--- config.mk ---
export PLATFORM = sky130hd
export DESIGN_NAME = plp_cell
export DESIGN_NICKNAME = d
export VERILOG_FILES = /design/src/rtl/core/plp_cell.sv
export SDC_FILE = /design/constraint.sdc
export NUM_CORES = 1
export LEC_CHECK = 0
export ABC_AREA = 1
export BUFFER_PORTS_ARGS = -buffer_cell sky130_fd_sc_hd__buf_4
export CAP_MARGIN = 5
export CORE_MARGIN = 5
export CORE_UTILIZATION = 32
export DETAILED_ROUTE_END_ITERATION = 8
export GPL_TIMING_DRIVEN = 0
export SLEW_MARGIN = 20
export SYNTH_ARGS = -nofsm -noshare
export SYNTH_HDL_FRONTEND = slang
export SYNTH_SLANG_ARGS = --single-unit
export TNS_END_PERCENT = 5
--- constraint.sdc ---
create_clock -name clk -period 2.6 [get_ports clk]
set_input_delay 0.26 -clock clk [delete_from_list [all_inputs] [get_ports clk]]
set_output_delay 0.26 -clock clk [all_outputs]
set_load 0.02 [all_outputs]
--- src/rtl/core/plp_cell.sv ---
`default_nettype none
module plp_cell #(
  parameter int MW = 36,
  parameter int QW = 53,
  parameter int SBW = 35
) (
  input  wire logic clk,
  input  wire logic rst,
  input  wire logic en,
  input  wire logic v_in,
  input  wire logic [MW-1:0] rem_in,
  input  wire logic [QW-1:0] num_in,
  input  wire logic [QW-1:0] quot_in,
  input  wire logic [MW-1:0] den_in,
  input  wire logic [SBW-1:0] sb_in,
  output logic v_out,
  output logic [MW-1:0] rem_out,
  output logic [QW-1:0] num_out,
  output logic [QW-1:0] quot_out,
  output logic [MW-1:0] den_out,
  output logic [SBW-1:0] sb_out
);
  logic [MW:0] trial;
  logic [MW:0] diff;
  logic ge;

  // one restoring step: bring down the next numerator bit, try subtract
  assign trial = {rem_in, num_in[QW-1]};
  assign diff = trial - {1'b0, den_in};
  assign ge = trial >= {1'b0, den_in};

  always_ff @(posedge clk) begin
    if (rst) begin
      v_out <= 1'b0;
    end else if (en) begin
      v_out <= v_in;
    end
  end

  always_ff @(posedge clk) begin
    if (en) begin
      rem_out <= ge ? diff[MW-1:0] : trial[MW-1:0];
      num_out <= {num_in[QW-2:0], 1'b0};
      quot_out <= {quot_in[QW-2:0], ge};
      den_out <= den_in;
      sb_out <= sb_in;
    end
  end
endmodule
`default_nettype wire

==> results of run 1 <==
-- layer usage --
| metal | GRT usage (%) | up-vias | wire [microns] |
|---|---|---|---|
| li1 | - | 4305 | - |
| met1 | 22.7 | 4077 | 13400 |
| met2 | 37.0 | 304 | 19300 |
| met3 | 4.87 | 53 | 2830 |
| met4 | 6.56 | 0 | 1060 |
| met5 | 0 | - | 0 |
-- path summary, 6_finish.rpt --
kind	start	end	slack, ns	cells after the start
setup / recovery	den_in[0]	rem_out[28]	0.14	16
hold / removal	rem_in[8]	rem_out[9]	0.05	3
setup reg to reg	v_out	v_out	1.44	3
hold reg to reg	v_out	v_out	1.08	3
-- flip-flops by register name (all words and copies together), names as in the netlist --
register,flops
den_out,36
quot_out,53
v_out,1
num_out,52
sb_out,35
rem_out,36
-- worst max-delay path, cell delays in order --
cell,delay (ns)
dlygate4sd3_1,0.54
buf_4,0.14
ha_1,0.21
fa_1,0.41
inv_1,0.12
nand2_1,0.06
nand3_1,0.18
nand2_1,0.08
nand2_1,0.13
nand2_1,0.07
nand2_1,0.11
nand2_1,0.14
nand2_1,0.10
nand2_1,0.05
nand3_1,0.09
nand2_1,0.05
-- cells in the final DEF, fill, tap and decap left out, types with 14 or more instances in the layout --
| cell | count |
|---|---|
| inv_1 | 129 |
| a21oi_1 | 26 |
| clkbuf_16 | 25 |
| edfxtp_1 | 212 |
| xor2_1 | 17 |
| buf_4 | 428 |
| nand3_1 | 69 |
| nor2_1 | 51 |
| nand2_1 | 264 |
| dlygate4sd3_1 | 177 |
| ha_1 | 36 |
| nand2_2 | 14 |
-- through the flow --
stage,cells,TNS [ns]
6_report,1963,0
5_1_grt,1962,0
4_1_cts,1959,0
3_5_place_dp,1736,0
3_3_place_gp,1734,-23.68
2_1_floorplan,910,0
-- layout make-up --
type / count / share of cell area, %
clock buffer: 33 / 4.06
sequential: 213 / 39.5
timing repair buffer: 607 / 31.2
buffer: 11 / 0.573
inverter: 138 / 3.20
tap: 396 / 3.06
clock inverter: 13 / 0.457
multi-input combinational: 548 / 17.9
antenna: 4 / 0.0619
-- Yosys cell counts (all sizes together) --
master  number  share of area [%]
edfxtp     212                 64
a31o         1              0.089
a21oi       27                1.4
or2          1              0.063
a21boi       1              0.076
dfxtp        1               0.20
nor4         2               0.13
o21ai        6               0.30
mux2i        1               0.10
o21bai       7               0.53
xnor2        1              0.089
nand3b       9               0.68
inv        136                5.2
nor3         8               0.56
ha          36                4.6
fa           1               0.20
xor2        17                1.5
buf         11               0.94
nand3       80                4.6
clkinv       2              0.076
nand4        6               0.44
nand2      279                 11
o21a         1              0.076
conb         1              0.038
nor2        63                2.7
-- logic make-up after synthesis --
logic type,share of synthesized area (%)
AO/OA/AOI/OAI,2.48
adder cells (fa/ha/maj),4.76
buffers and inverters,6.18
XOR/XNOR,1.60
flip-flops,64.7
AND/OR/NAND/NOR,20.2
other,0.0380
multiplexers,0.101
-- timing repair --
action / in CTS / in global routing
setup endpoints to repair: 0 / 11
endpoints found under the hold margin: 176 / 0
gates resized for setup: 0 / 3
hold buffers: 177 / 0
-- power groups by stage --
stage / clock, mW / sequential (mW) / combinational, mW
3_5_place_dp: 0 / 4.31 / 2.11
5_1_grt: 3.45 / 4.27 / 2.53
6_report: 3.15 / 4.25 / 2.34
4_1_cts: 3.25 / 4.24 / 2.36
3_3_place_gp: 0 / 4.31 / 2.09
2_1_floorplan: 0 / 4.72 / 0.631
==> impl_metrics.tcl, run 1 <==
set metrics [dict create \
    worst_pin_slew_ns 0.548 \
    yosysUniqueCellTypes 37 \
    fin_crit_ns 2.46 \
    die-area_sq_um 34500 \
    ys_ff_latch 213 \
    status "finished, final reports clean" \
    fmaxAchievable_ghz 0.406 \
    register_area_sq_um 6390 \
    power_density_nw_per_um2 603 \
    fillCellCount 2615 \
    grt_use_total_pct 20.0 \
    multi_input_area_sq_um 2890 \
    power_mw 9.74 \
    chipWidth_microns 186 \
    hpwl_microns 27500 \
    grt.overflow.total 0 \
    min_period_over_period_pct 94.7 \
    intPower_mw 6.97 \
    hp-class "in2reg" \
    startpoint_type "primary input" \
    dp_slack_ns 0.108 \
    rsz0062_at_grt "false" \
    grt_first_pass_wirelength_microns 53400 \
    ant_nets 0 \
    num_vias 8739 \
    cts_made_buffers 25 \
    fp.dieH_microns 186 \
    vdd_drop_max_uv 456 \
    grt_max_degree 105 \
    seq_area_frac_synth_pct 64.7 \
    critPathRequiredTime_ns 2.87 \
    cts_buffer_depth 3 \
    synth_fp_nets 1164 \
    postCtsSetupBuffers 0 \
    syn_area_sq_um 9880 \
    worst_slack_ns 0.138 \
    syn2layout_area_growth_pct 63.7 \
    switching_share_pct 28.5 \
    p_seq_share_pct 43.6 \
    slew_headroom_pct 63.4 \
    routed_wl_microns 36600 \
    synthCells 910 \
    place_area_sq_um 13600 \
    start_util_pct 32.4 \
    gp_congestion 0.911 \
    drt_first_pass_iters 5 \
    p_sw_mw 2.78 \
    cts.sinks 213 \
    utilization_pct 53.0 \
    ys_warn_count 0 \
    ios 431 \
    critPathMaxFanout 4 \
    synth_area_per_cell_sq_um 10.9 \
    critPathCaptureType "flop" \
    antenna_found_initial 3 \
    pwr-share-comb_pct 24.0 \
    cts_root_buf "clkbuf_16" \
    drc_errors 0 \
    fin_area_sq_um 16200 \
    clkLatencyLatePin_ns 0.51 \
    worstSetupPathType "in2reg" \
    cp.arrival_ns 2.73 \
    num_rows 64 \
    drive_gt1_share_pct 33.7 \
    power.leakage_nw 7.49 \
    finalHoldViolCount 0 \
    grt_pass1_vias 9181 \
    wl_per_cell_microns 18.6 \
    htreeDepth 1 \
    max_cap_violations 0 \
    avgViaCountPerCell 4.45 \
    setup_viol 0 \
    skew_ns 0 \
    io_buffers 428 \
    clkPwrFrac_pct 32.4 \
    drt_iter0_markers 452 \
    core_area_sq_um 30500 \
    path_clk_slew_ns 0.06 \
    cts_tree "built" \
    fin_nets 1798 \
    final_max_slew_viol_count 0 \
    hold_slack_ns 0.0484 \
]
No activity file was read; power rests on OpenSTA's default activity.
==> inputs of run 2 (changes only) <==
- clock period: 2.6 -> 2.05 ns (I/O delays scaled with it)
==> impl_metrics.tcl, run 2 (synthesis results as in run 1) <==
set metrics [dict create \
    critPathCaptureType "flop" \
    chipWidth_microns 186 \
    top_regs "quot_out x53, num_out x52" \
    start_util_pct 32.4 \
    grt.overflow.total 0 \
    drt_iter0_markers 434 \
    hpwl_microns 27500 \
    die-area_sq_um 34500 \
    fin_crit_ns 1.86 \
    cts_root_buf "clkbuf_16" \
    ios 431 \
    critPathMaxFanout 4 \
    hp-class "in2reg" \
    max_stage_delay_ns 0.41 \
    crit_chain "buf_4 > inv_1 > ha_1 > fa_1 > inv_1 > nand2_1 > nand3_1 > nand2_1 > nand2_1 > nand2_1 > nand2_1 > nand2_1 > nand2_1 > nand2_1 > nand3_1 > nand2_1" \
    drc_errors 0 \
    drive_gt1_share_pct 33.0 \
    critPathRequiredTime_ns 2.32 \
    antenna_found_initial 2 \
    drt_first_pass_iters 5 \
    cts_tree "built" \
    cts.sinks 213 \
    dp_slack_ns -0.387 \
    final_max_slew_viol_count 0 \
    clkPwrFrac_pct 32.3 \
    min_to "rem_out[22]" \
    pwr-share-comb_pct 24.3 \
    reg2reg_to "v_out" \
    power_density_nw_per_um2 753 \
    cp.arrival_ns 2.13 \
    r2r_cells 3 \
    register_area_sq_um 6390 \
    fmaxAchievable_ghz 0.537 \
    ant_nets 0 \
    cp_common_cell "nand2_1" \
    postCtsSetupBuffers 0 \
    max_cap_violations 0 \
    startpoint_type "primary input" \
    fillCellCount 2610 \
    p_sw_mw 3.51 \
    skew_ns 0 \
    avgViaCountPerCell 4.44 \
    worstHoldStart "rem_in[21]" \
    cp_top_family "simple AND/OR/NAND/NOR gates" \
    num_vias 8842 \
    worstSetupPathType "in2reg" \
    grt_use_total_pct 19.8 \
    gp_congestion 0.911 \
    placed_cells 1736 \
    mostFrequentLayoutCells "428 x buf_4, 264 x nand2_1, 212 x edfxtp_1, 206 x dlygate4sd3_1, 129 x inv_1" \
    finalHoldViolCount 0 \
    cts_made_buffers 25 \
    power.leakage_nw 7.62 \
    largest_register_ff_count 53 \
    p_seq_share_pct 43.5 \
    cts_buffer_depth 3 \
    grt_pass1_vias 9281 \
    multi_input_area_sq_um 2880 \
    intPower_mw 8.87 \
    vdd_drop_max_uv 582 \
    grt_first_pass_wirelength_microns 53000 \
    num_rows 64 \
    slew_headroom_pct 63.1 \
    clkLatencyLatePin_ns 0.51 \
    setup_viol 0 \
    cp.buffers_inverters 3 \
    fin_nets 1827 \
    worst_pin_slew_ns 0.554 \
    routed_wl_microns 36400 \
    top_register "quot_out" \
    io_buffers 428 \
    grt_max_degree 105 \
    rsz0062_at_grt "false" \
    min_period_over_period_pct 90.8 \
    worst_slack_ns 0.189 \
    rrSetupSlack_ns 0.91 \
    switching_share_pct 28.4 \
    wl_per_cell_microns 18.3 \
    htreeDepth 1 \
    core_area_sq_um 30500 \
    holdPathStages 3 \
    syn2layout_area_growth_pct 66.6 \
    rr_startpoint "v_out" \
    fp.dieH_microns 186 \
    stdcell_count 1991 \
    status "finished, final reports clean" \
    path_clk_slew_ns 0.06 \
    startpoint "num_in[52]" \
    slowest_stage "fa_1" \
    final_common_cell "buf_4" \
]
==> run 2: layer usage <==
metal / vias up / global-route usage (%) / share of wire (%) / wire length [microns]
li1: 4360 / - / - / -
met1: 4114 / 22.3 / 37 / 13500
met2: 314 / 36.5 / 52 / 19100
met3: 54 / 4.98 / 7.6 / 2760
met4: 0 / 6.56 / 2.9 / 1060
met5: - / 0 / 0 / 0
==> run 2: final cells by class <==
| cell class | count | area share, % |
|---|---|---|
| flip-flops and latches | 213 | 38.8 |
| repair buffers | 636 | 32.4 |
| diodes | 3 | 0.0456 |
| multi-input cells | 548 | 17.5 |
| inverters | 138 | 3.15 |
| clock buffers | 33 | 3.99 |
| plain buffers | 11 | 0.563 |
| clock inverters | 13 | 0.449 |
| well taps | 396 | 3.01 |
==> run 2: through the flow <==
step | power (mW) | cell area, sq um | utilization [%] | hold slack (ns) | TNS, ns
after global routing | 13.0 | 16400 | 53.9 | 0.00169 | 0
after global placement | 8.11 | 13600 | 44.5 | 0.364 | -138.23
final | 12.4 | 16500 | 53.9 | 0.0241 | 0
after detailed placement | 8.15 | 13600 | 44.7 | 0.372 | -9.67
after floorplan | 6.78 | 9880 | - | 0.277 | 0
after CTS | 12.5 | 16400 | 53.9 | 0.00156 | 0
==> run 2: worst max-delay path by stage <==
| stage | to | slack, ns | depth (start not counted) |
|---|---|---|---|
| 4_1_cts | rem_out[32] | 0.16 | 16 |
| 3_3_place_gp | v_out | -0.65 | 3 |
| 2_1_floorplan | rem_out[32] | 0.15 | 15 |
| 6_report | rem_out[28] | 0.19 | 16 |
| 3_5_place_dp | rem_out[32] | -0.39 | 16 |
| 5_1_grt | rem_out[24] | 0.06 | 16 |
==> run 2: worst min-delay path: stages <==
cell and delay, ns:
buf_4 0.09, nand3_1 0.07, nand2_1 0.06
==> run 2: power by group through the flow <==
stage | clock [mW] | combinational [mW] | sequential [mW]
finish | 3.99 | 3.00 | 5.38
CTS | 4.12 | 3.02 | 5.38
detailed placement | 0 | 2.68 | 5.46
global placement | 0 | 2.65 | 5.46
floorplan | 0 | 0.800 | 5.98
global route | 4.34 | 3.25 | 5.42
==> run 2: repair_timing <==
action / CTS / global route
endpoints found under the setup margin: 0 / 3
gates resized for setup: 0 / 2
endpoints found under the hold margin: 205 / 0
hold buffers: 206 / 0
==> inputs of run 3 (changes only) <==
- clock period: 2.05 -> 1.7 ns (I/O delays scaled with it)
==> impl_metrics.tcl, run 3 (synthesis results as in run 1) <==
set metrics [dict create \
    grt_pass1_vias 9278 \
    power_density_nw_per_um2 908 \
    antennaDiodeCount 0 \
    cts.sinks 213 \
    htreeDepth 1 \
    hp-class "in2reg" \
    gp_congestion 0.895 \
    avgViaCountPerCell 4.48 \
    fin_area_sq_um 17000 \
    cp.arrival_ns 1.88 \
    clkPwrFrac_pct 33.3 \
    final_max_slew_viol_count 0 \
    cts_tree "built" \
    register_area_sq_um 6390 \
    dp_slack_ns -0.569 \
    drc_errors 0 \
    place_area_sq_um 14000 \
    critPathCaptureType "flop" \
    finalHoldViolCount 0 \
    startpoint_type "primary input" \
    top_register "quot_out" \
    ios 431 \
    status "finished, final reports clean" \
    slowest_stage "ha_4" \
    syn2layout_area_growth_pct 72.1 \
    power.leakage_nw 7.71 \
    hold_slack_ns 0.0258 \
    grt_first_pass_wirelength_microns 53900 \
    io_buffers 428 \
    cp_common_cell "nand2_1" \
    grt_max_degree 89 \
    num_vias 8948 \
    cp.buffers_inverters 4 \
    final_common_cell "buf_4" \
    drive_gt1_share_pct 36.6 \
    drt_first_pass_iters 5 \
    mostFrequentLayoutCells "432 x buf_4, 252 x nand2_1, 212 x edfxtp_1, 212 x dlygate4sd3_1, 128 x inv_1" \
    pwr-share-comb_pct 24.6 \
    drt_iter0_markers 466 \
    fillCellCount 2628 \
    min_period_over_period_pct 94.5 \
    p_sw_mw 4.43 \
    max_cap_violations 0 \
    cts_made_buffers 26 \
    critPathMaxFanout 10 \
    start_util_pct 32.4 \
    setup_viol 0 \
    fin_nets 1836 \
    placed_cells 1736 \
    utilization_pct 55.7 \
    worst_slack_ns 0.0934 \
    critPathRequiredTime_ns 1.97 \
    hpwl_microns 27400 \
    cts_buffer_depth 3 \
    clkLatencyLatePin_ns 0.52 \
    core_area_sq_um 30500 \
    tns_ns 0 \
    max_stage_delay_ns 0.29 \
    chipWidth_microns 186 \
    vdd_drop_max_uv 719 \
    fin_crit_ns 1.61 \
    switching_share_pct 28.7 \
    top_regs "quot_out x53, num_out x52" \
    fmaxAchievable_ghz 0.622 \
    antenna_found_initial 0 \
    crit_chain "buf_4 > inv_1 > ha_4 > nand2_1 > nor2_4 > nand2_2 > nor3_2 > a31o_2 > inv_2 > buf_2 > nand3_1 > nand2_1" \
    cts_root_buf "clkbuf_16" \
    skew_ns 0 \
    rsz0062_at_grt "true" \
    multi_input_area_sq_um 3280 \
    ant_nets 0 \
    routed_wl_microns 36800 \
    grt.overflow.total 0 \
    num_rows 64 \
    stdcell_count 1998 \
    fp.dieH_microns 186 \
    wl_per_cell_microns 18.4 \
    intPower_mw 11.0 \
    cp_top_family "simple AND/OR/NAND/NOR gates" \
    grt_use_total_pct 20.1 \
    worstSetupPathType "in2reg" \
    power_mw 15.4 \
    path_clk_slew_ns 0.06 \
    die-area_sq_um 34500 \
    largest_register_ff_count 53 \
    p_seq_share_pct 42.1 \
]
[run 3: cell count changes in the layout (fill, tap and decap cells not counted), moves of 4 or more]
cell and change:
nor2_4 +4, clkbuf_1 -6, a21oi_2 +4, ha_4 +21
dlygate4sd3_1 +6, nand2_1 -12, buf_4 +4, ha_1 -24
nand2_2 +10, a21oi_1 -5
[run 3: power by group through the flow]
stage               clock (mW)  combinational (mW)  sequential, mW
global placement             0                3.31            6.59
CTS                       5.30                3.78            6.48
detailed placement           0                3.35            6.59
finish                    5.14                3.79            6.49
floorplan                    0                1.05            7.21
global route              5.56                4.08            6.54
[run 3: final timing paths]
| check | start | endpoint | slack [ns] | cells after the start |
|---|---|---|---|---|
| worst max-delay path | den_in[15] | rem_out[9] | 0.09 | 12 |
| worst max register to register | v_out | v_out | 0.53 | 3 |
| worst min register to register | v_out | v_out | 1.07 | 3 |
| worst min-delay path | rem_in[0] | rem_out[1] | 0.03 | 3 |
[run 3: layout make-up]
cell class              instances  share of cell area [%]
well taps                     396                    2.92
repair buffers                644                    31.9
flip-flops and latches        213                    37.6
inverters                     138                    3.05
clock inverters                19                   0.707
plain buffers                  11                   0.589
clock buffers                  29                    4.02
multi-input cells             548                    19.3
[run 3: worst min-delay path, delay by kind of cell]
| kind | cells | cell delay (ns) |
|---|---|---|
| compound gates | 1 | 0.12 |
| buf+inv | 2 | 0.15 |
[run 3: metal layers]
layer	vias to the layer above	GRT usage, %	share of wire [%]	wire length, microns
li1	4375	-	-	-
met1	4198	22.2	36	13300
met2	303	37.8	53	19400
met3	72	4.89	7.7	2840
met4	0	6.53	3.5	1300
met5	-	0	0	0
[run 3: what timing repair did]
item                                    in CTS  in global routing
endpoints found under the hold margin      211                  0
hold buffers                               212                  0
buffers inserted                             0                  2
gates resized for setup                      2                 23
endpoints found under the setup margin       2                 31
pin swaps                                    0                  8
